$ cat config.mk
export PLATFORM = sky130hd
export DESIGN_NAME = psd_queue
export DESIGN_NICKNAME = d
export VERILOG_FILES = /design/src/rtl/psd_pkg.sv /design/src/rtl/psd_queue.sv
export SDC_FILE = /design/constraint.sdc
export NUM_CORES = 1
export LEC_CHECK = 0
export ABC_AREA = 1
export BUFFER_PORTS_ARGS = -buffer_cell sky130_fd_sc_hd__buf_2
export CAP_MARGIN = 20
export CELL_PAD_IN_SITES_DETAIL_PLACEMENT = 1
export CELL_PAD_IN_SITES_GLOBAL_PLACEMENT = 1
export CORE_MARGIN = 2
export CORE_UTILIZATION = 44
export DETAILED_ROUTE_END_ITERATION = 12
export GPL_TIMING_DRIVEN = 0
export PLACE_DENSITY_LB_ADDON = 0.1
export SLEW_MARGIN = 20
export SYNTH_ARGS = -nofsm -noshare
export SYNTH_HDL_FRONTEND = slang
export SYNTH_SLANG_ARGS = --single-unit
$ cat constraint.sdc
create_clock -name clk -period 5.1 [get_ports clk]
set_input_delay 1.02 -clock clk [delete_from_list [all_inputs] [get_ports clk]]
set_output_delay 1.02 -clock clk [all_outputs]
set_load 0.02 [all_outputs]
$ cat src/rtl/psd_pkg.sv
`default_nettype none
package psd_pkg;

  localparam int unsigned SampleW = 8;
  localparam int unsigned CoefW = 16;
  localparam int unsigned AccW = 28;
  localparam int unsigned StepW = 6;
  localparam int unsigned CfgW = 5;
  localparam int unsigned DefaultMaxSteps = 16;
  localparam int unsigned QueueDepth = 2;
  localparam int unsigned CordicIters = 24;
  localparam int unsigned RootIters = 28;
  localparam int unsigned DivW = 30;
  localparam int unsigned PhaseLimit = 25736;
  localparam logic [33:0] HalfPiQ30 = 34'd1686629713;
  localparam logic [CfgW-1:0] StepsReset = 5'd4;
  localparam real TwoPi = 6.28318530717958647692;

  typedef struct packed {
    logic [AccW-1:0]  sin_sum;
    logic [AccW-1:0]  cos_sum;
    logic [StepW-1:0] steps;
  } job_t;

  localparam logic [31:0] AtanTab [CordicIters] = '{
    32'h3243F6A8, 32'h1DAC6705, 32'h0FADBAFC, 32'h07F56EA6, 32'h03FEAB76, 32'h01FFD55B,
    32'h00FFFAAA, 32'h007FFF55, 32'h003FFFEA, 32'h001FFFFD, 32'h000FFFFF, 32'h0007FFFF,
    32'h0003FFFF, 32'h0001FFFF, 32'h0000FFFF, 32'h00007FFF, 32'h00003FFF, 32'h00001FFF,
    32'h00000FFF, 32'h000007FF, 32'h000003FF, 32'h000001FF, 32'h000000FF, 32'h0000007F
  };

  function automatic logic [CoefW-1:0] q15_round(input real v);
    int q;
    begin
      if (v >= 0.0) q = $rtoi(v * 32768.0 + 0.5);
      else q = -$rtoi(-v * 32768.0 + 0.5);
      if (q > 32767) q = 32767;
      if (q < -32767) q = -32767;
      q15_round = CoefW'(q);
    end
  endfunction

  // Upper half holds sin(ang), lower half cos(ang), both Q1.15.
  function automatic logic [2*CoefW-1:0] coef_word(input real ang);
    begin
      coef_word = {q15_round($sin(ang)), q15_round($cos(ang))};
    end
  endfunction

endpackage
`default_nettype wire

$ cat src/rtl/psd_queue.sv
`default_nettype none
module psd_queue (
  input  wire logic          clk,
  input  wire logic          rst,
  input  wire logic          push,
  input  psd_pkg::job_t      push_data,
  output logic               full,
  input  wire logic          pop,
  output logic               empty,
  output psd_pkg::job_t      pop_data
);
  import psd_pkg::*;

  localparam int unsigned PtrW = $clog2(QueueDepth);

  job_t mem [QueueDepth];
  logic [PtrW-1:0] wr_ptr, rd_ptr;
  logic [PtrW:0] count;

  assign full = (count == (PtrW+1)'(QueueDepth));
  assign empty = (count == '0);
  assign pop_data = mem[rd_ptr];

  always_ff @(posedge clk) begin
    if (push && !full) mem[wr_ptr] <= push_data;
  end

  always_ff @(posedge clk) begin
    if (rst) begin
      wr_ptr <= '0;
      rd_ptr <= '0;
      count <= '0;
    end else begin
      if (push && !full) wr_ptr <= (wr_ptr == PtrW'(QueueDepth-1)) ? '0 : wr_ptr + 1'b1;
      if (pop && !empty) rd_ptr <= (rd_ptr == PtrW'(QueueDepth-1)) ? '0 : rd_ptr + 1'b1;
      count <= count + (PtrW+1)'(push && !full) - (PtrW+1)'(pop && !empty);
    end
  end

endmodule
`default_nettype wire

After elaboration in Yosys (flattened, before gate mapping) --
Memory sizes are Yosys's and may differ from the RTL's. A register that Yosys moved wholly into a read port is not among the register bits. Index checks and enable logic that the tools add are counted.
Storage, ports and cells: flip-flop bits (word level) 4, bits in writable memories 124, input bits 66, output and inout bits 64, logic and storage cells 20, memories 1
Operators by class: add/sub/neg operators 4, equality and inequality tests 1, multiplexer cells 6, reduce and logical (&&, ||, !) cells 5
Memory list:
- mem | words 2, bits a word 62, read ports 1, clocked after memory_dff 1, write ports 1, line psd_queue.sv:16 | job_t mem [QueueDepth];
Operators by type and width (number):
- $mux 1 | 6
- $add 1x1->1 const B | 2
- $add 2x1->2 | 1
- $eq 2x2->1 const B | 1
- $logic_and 1x1->1 | 2
- $logic_not 1->1 | 2
- $logic_not 2->1 | 1
- $sub 2x1->2 | 1

Logic depth before layout (Yosys ltp) --
Gate-level depths: netlist of the first run.
depth after elaboration 5, depth in mapped cells 11, depth with buffers taken out 11

Worst setup path before layout of the first run --
No wires, ideal clock.
path kind input to register, from in push, to mem mem[0][0] (netlist bit) (enable), library setup time 0.482 ns, data arrival time 3.681 ns, setup slack 0.937 ns, stages 2, buffers on the path 0, path through nand2_1 nor2_1
Between the ends: longest elaborated chain between the ends 3
Ends and longest elaborated chain:
- start, declared | line psd_queue.sv:5 | input wire logic push,
- $logic_and 1x1->1 | line psd_queue.sv:25 | if (push && !full) mem[wr_ptr] <= push_data;
- $mux 1 | line psd_queue.sv:25
- $mux 1 (not written as such) | line psd_queue.sv:25
- end, declared | line psd_queue.sv:16
Every way passes these cells.

==> flow_summary.json, run 1 <==
{
  "vias_per_cell": 4.65,
  "clock_path_buffers": 2,
  "rr_endpoint": "mem[0][56]$_DFFE_PP_",
  "ys.warnings.count": 0,
  "start_util": 0.446,
  "cts_resized": 0,
  "portBuffers": 129,
  "ff2ff_setup_slack_ns": 3.32,
  "outcome": "finished, final reports clean",
  "cts.clk_slew.worst_paths_ns": 0.06,
  "tightestPinTransition_ns": 0.645,
  "placed_cells": 507,
  "required_ns": 4.08,
  "grt_pass1_vias": 2734,
  "synth_top_family_by_area": "multiplexers",
  "vias": 2512,
  "die_h_microns": 111,
  "rsz0062_at_grt": "no",
  "gp_congestion": 0.696,
  "cts_buffers": 17,
  "hold_buffers": 0,
  "fin_nets": 451,
  "r2r_start": "count[0]$_SDFF_PP0_",
  "clock_skew_ns": 0.00707,
  "cpMaxStageDelayCell": "dfxtp_1",
  "place_ws_ns": 2.71,
  "synth.mux.area_fraction": 0.184,
  "grt_max_degree": 33,
  "wl_per_cell_microns": 16.9,
  "setup_ws_ns": 2.50,
  "drc": 0,
  "dr.pass1.iters": 4,
  "cts_tree": "built",
  "synth_adder_area_share": 0.00498,
  "rows": 39,
  "antenna_found_initial": 1,
  "insertion_delay_ns": 0.41,
  "setup_tns_ns": 0,
  "detail-route-antenna-nets": 0,
  "start_kind": "flop",
  "synth-xor-area-share": 0,
  "wl_met3_microns": 512,
  "drtIter0Drc": 86,
  "grt_use_total": 0.157,
  "crit_arrival_ns": 1.58,
  "syn_nets": 300,
  "synth_compound_area_frac": 0.00199,
  "max_freq_mhz": 385,
  "worstSetupEndpointType": "output pin",
  "syn_area_sq_um": 5030,
  "ys_ff_latch": 129,
  "post_cts_buffers": 0,
  "fin_crit_sh": 0.509,
  "syn_avg_cell_area_sq_um": 21.7,
  "reg2reg_depth": 5,
  "p_leak_nw": 2.61,
  "fin_crit_ns": 2.60,
  "routed.top_layer": "met4",
  "die-area_sq_um": 12300,
  "overflow": 0,
  "crit_chain": "buf_6 > buf_12 > mux2_4 > buf_2",
  "syn-instance-count": 232,
  "drt_wl_total_microns": 9110,
  "wl_met1_microns": 3440,
  "yosys.area_share.simple": 0.0157,
  "clockRootBuffer": "clkbuf_16",
  "cap_viol_max_count": 0,
  "yosysSeqAreaShare": 0.760,
  "ios": 130,
  "htree_levels": 4,
  "final-setup-viol-count": 0,
  "fin_cells": 540,
  "cpPeakStageDelay_ns": 0.32,
  "hold_path_class": "flop to flop",
  "ys_types": 12,
  "cp-endpoint": "pop_data[33]",
  "crit_fanout": 10,
  "finalPower_mw": 3.49,
  "area_delta_synth_final_pct": 28.8,
  "core_sq_um": 11300,
  "critPathKind": "flop to output pin",
  "power_density_nw_per_um2": 539,
  "hold_violations": 0,
  "cts_num_sinks": 129,
  "drive_gt1_frac": 0.588,
  "max-vdd-ir-drop_uv": 260,
  "grt_pass1_wl_microns": 14300,
  "maxSlewHeadroom": 0.569,
  "maxSlewViolCount": 0,
  "dieWidth_microns": 111,
  "wl_met2_microns": 5000,
  "dpl.hpwl_microns": 6100
}
state kept, by name, summed over array words and instances, names as in the netlist, named ones only:
signal / cells
rd_ptr: 1
mem: 124
count: 2
wr_ptr: 1
power by group:
group	leakage, nW	switching (mW)	total [mW]	internal, mW
logic	1.14	0.538	1.00	0.463
registers	1.20	0.0434	1.39	1.35
clock network	0.264	0.436	1.10	0.664
layout make-up:
cell class,instances,area (sq um)
diodes,1,2.50
clock inverters,15,120
repair buffers,132,713
multi-input cells,86,1040
plain buffers,7,131
flip-flops and latches,129,3820
clock buffers,17,425
fillers,1057,4790
inverters,10,40.0
well taps,143,179
through the flow:
step                       util  instance area [sq um]  hold WS (ns)
after floorplan               -                   5030         0.467
after global placement    0.519                   5850         0.487
after detailed placement  0.526                   5930         0.524
after CTS                 0.575                   6480         0.561
after global routing      0.575                   6480         0.601
final                     0.575                   6480         0.553
synth_stat cells, drive strengths merged:
library cell	instances	area [sq um]
mux2	62	923
nor2	9	33.8
inv	10	37.5
a21oi	2	10.0
nand2	8	30.0
ha	2	25.0
dfxtp	5	100
nand3	3	15.0
buf	7	131
edfxtp	124	3720
critical path: cells and delay by family, from the launching register on:
kind | cells | cell delay, ns
flip-flops | 1 | 0.32
buffers and inverters | 3 | 0.53
multiplexers | 1 | 0.31
per-layer routing:
| layer | track usage | vias up |
|---|---|---|
| met5 | 0 | - |
| li1 | - | 1198 |
| met4 | 0.0675 | 0 |
| met1 | 0.166 | 1227 |
| met2 | 0.279 | 75 |
| met3 | 0.0629 | 12 |
logic make-up (layout without fill, tap and decap cells):
group                      count (synthesis)  in the layout
DFF                                      129            129
muxes                                     62             62
and+or+nand+nor                           20             20
buffers and inverters                     17            181
adders and majority gates                  2              2
AOI/OAI and AO/OA                          2              2
other                                      0              1
cell usage in the layout (no fill, tap or decap):
cell type	n
a21oi_1	2
buf_12	8
buf_16	1
buf_2	129
buf_6	1
bufinv_16	1
clkbuf_16	17
clkinv_1	2
clkinv_2	5
clkinv_4	3
clkinvlp_4	3
dfxtp_1	5
diode_2	1
edfxtp_1	124
ha_1	2
inv_1	9
inv_4	1
inv_6	1
mux2_2	2
mux2_4	60
nand2_1	8
nand3_1	3
nor2_1	8
nor2_4	1
worst min path at each step:
stage	from	to	slack [ns]	cells after the start
3_3_place_gp	rd_ptr$_SDFFE_PP0P_	rd_ptr$_SDFFE_PP0P_	0.49	2
4_1_cts	rd_ptr$_SDFFE_PP0P_	flop	0.56	2
5_1_grt	rd_ptr$_SDFFE_PP0P_	flop	0.60	2
6_report	rd_ptr$_SDFFE_PP0P_	flop	0.55	2
2_1_floorplan	rd_ptr$_SDFFE_PP0P_	flop	0.47	2
3_5_place_dp	rd_ptr$_SDFFE_PP0P_	flop	0.52	2
Power figures use the tool's default switching activity.
==> run 2, diff against run 1 <==
==> constraint.sdc (replaced) <==
create_clock -name clk -period 2.65 [get_ports clk]
set_input_delay 0.53 -clock clk [delete_from_list [all_inputs] [get_ports clk]]
set_output_delay 0.53 -clock clk [all_outputs]
set_load 0.02 [all_outputs]
==> flow_summary.json, run 2 (synthesis results as in run 1) <==
{
  "final_common_cell": "buf_2",
  "cts_tree": "built",
  "p_sw_mw": 1.97,
  "placed_cells": 508,
  "grt_max_degree": 51,
  "die-area_sq_um": 12300,
  "antenna_found_initial": 1,
  "crit_fanout": 10,
  "drc": 0,
  "portBuffers": 129,
  "wl_per_cell_microns": 16.6,
  "rows": 39,
  "power_density_nw_per_um2": 1040,
  "die_h_microns": 111,
  "start_util": 0.446,
  "rsz0062_at_grt": "no",
  "cts.clk_slew.worst_paths_ns": 0.05,
  "area_delta_synth_final_pct": 29.6,
  "finalPower_mw": 6.76,
  "dr.pass1.iters": 4,
  "final-setup-viol-count": 0,
  "fill_cells": 1059,
  "max_freq_mhz": 475,
  "seq_power_share": 0.395,
  "layout_common_cells": "129 x buf_2, 124 x edfxtp_1, 60 x mux2_4, 17 x clkbuf_16, 9 x inv_1",
  "holdWs_ns": 0.291,
  "max-vdd-ir-drop_uv": 453,
  "post_cts_buffers": 0,
  "vias": 2531,
  "insertion_delay_ns": 0.41,
  "p_leak_nw": 2.61,
  "detail-route-antenna-nets": 0,
  "hold_path_class": "input pin to flop",
  "diodes": 0,
  "critPathKind": "flop to output pin",
  "hold_violations": 0,
  "path_buf_inv": 3,
  "cpPeakStageDelay_ns": 0.32,
  "clkPwrFrac": 0.315,
  "cts_num_sinks": 129,
  "htree_levels": 4,
  "drtIter0Drc": 90,
  "fin_crit_sh": 0.794,
  "drive_gt1_frac": 0.589,
  "crit_chain": "buf_6 > buf_12 > mux2_4 > buf_2",
  "largest_reg_flops": 124,
  "start_kind": "flop",
  "p_int_mw": 4.78,
  "dpl.hpwl_microns": 5850,
  "cts_buffers": 17,
  "fin_cells": 540,
  "ios": 130,
  "worstSetupEndpointType": "output pin",
  "tightestPinTransition_ns": 0.527,
  "regArea_sq_um": 3820,
  "cap_viol_max_count": 0,
  "cpMaxStageDelayCell": "dfxtp_1",
  "netSwitchingFraction": 0.292,
  "vias_per_cell": 4.69,
  "gp_congestion": 0.690,
  "grt_pass1_vias": 2739,
  "fin_nets": 452,
  "maxSlewViolCount": 0,
  "outcome": "finished, final reports clean",
  "hold_buffers": 0,
  "comb_power_share": 0.290,
  "cts_resized": 0,
  "top_regs": "mem x124, count x2",
  "maxSlewHeadroom": 0.648,
  "required_ns": 2.12,
  "grt_pass1_wl_microns": 14200,
  "clock_path_buffers": 2,
  "crit_arrival_ns": 1.58,
  "largest_register": "mem",
  "clock_skew_ns": 0.00407,
  "overflow": 0,
  "crit_family": "buffers and inverters",
  "clockRootBuffer": "clkbuf_16",
  "multi_input_area_sq_um": 1040,
  "final_util": 0.578,
  "grt_use_total": 0.155,
  "drt_wl_total_microns": 8980,
  "core_sq_um": 11300,
  "dieWidth_microns": 111,
  "fin_crit_ns": 2.11
}
==> run 2: cell count changes in the layout (fill, tap and decap cells not counted) <==
cell / change
buf_16: +3
clkinvlp_4: +3
buf_12: -2
clkinv_4: -2
clkinv_2: -1
diode_2: -1
==> run 2: path summary, 6_finish.rpt <==
path / depth (start not counted) / to / startpoint / slack [ns]
min: 2 / count[0]$_SDFF_PP0_ / rst / 0.29
min reg2reg: 2 / flop / rd_ptr$_SDFFE_PP0P_ / 0.52
max: 4 / pop_data[44] / flop / 0.54
max reg2reg: 6 / mem[0][20]$_DFFE_PP_ / count[0]$_SDFF_PP0_ / 0.85
==> run 2: worst reg2reg max path, delay by kind of cell (launching register included) <==
| kind | cells | cell delay, ns |
|---|---|---|
| buf+inv | 3 | 0.46 |
| simple gates | 3 | 0.69 |
| flops | 1 | 0.35 |
==> run 2: stage by stage <==
step	TNS (ns)	instance area (sq um)	setup WS, ns
6_report	0	6520	0.545
2_1_floorplan	0	5030	0.0142
4_1_cts	0	6520	0.510
5_1_grt	0	6520	0.465
3_5_place_dp	0	5970	0.709
3_3_place_gp	-98.35	5860	-1.11
==> run 2: power by group through the flow <==
stage | sequential (mW) | combinational [mW] | clock (mW)
floorplan | 2.70 | 1.40 | 0
global placement | 2.72 | 1.87 | 0
detailed placement | 2.71 | 1.99 | 0
CTS | 2.67 | 2.00 | 2.18
global route | 2.70 | 2.10 | 2.26
finish | 2.67 | 1.96 | 2.13
==> run 2: layout make-up <==
type / count / area share
Buffer: 7 / 0.0201
Clock buffer: 17 / 0.0652
Clock inverter: 15 / 0.0184
Inverter: 10 / 0.00614
Multi-Input combinational cell: 86 / 0.160
Sequential cell: 129 / 0.586
Tap cell: 143 / 0.0274
Timing Repair Buffer: 133 / 0.116
==> run 2: per-layer routing <==
layer	share of wire	global-route usage	vias to the layer above	wire length, microns
li1	-	-	1195	-
met1	0.40	0.173	1242	3610
met2	0.53	0.265	75	4740
met3	0.054	0.0623	17	484
met4	0.015	0.0600	2	137
met5	0.0012	0	-	11
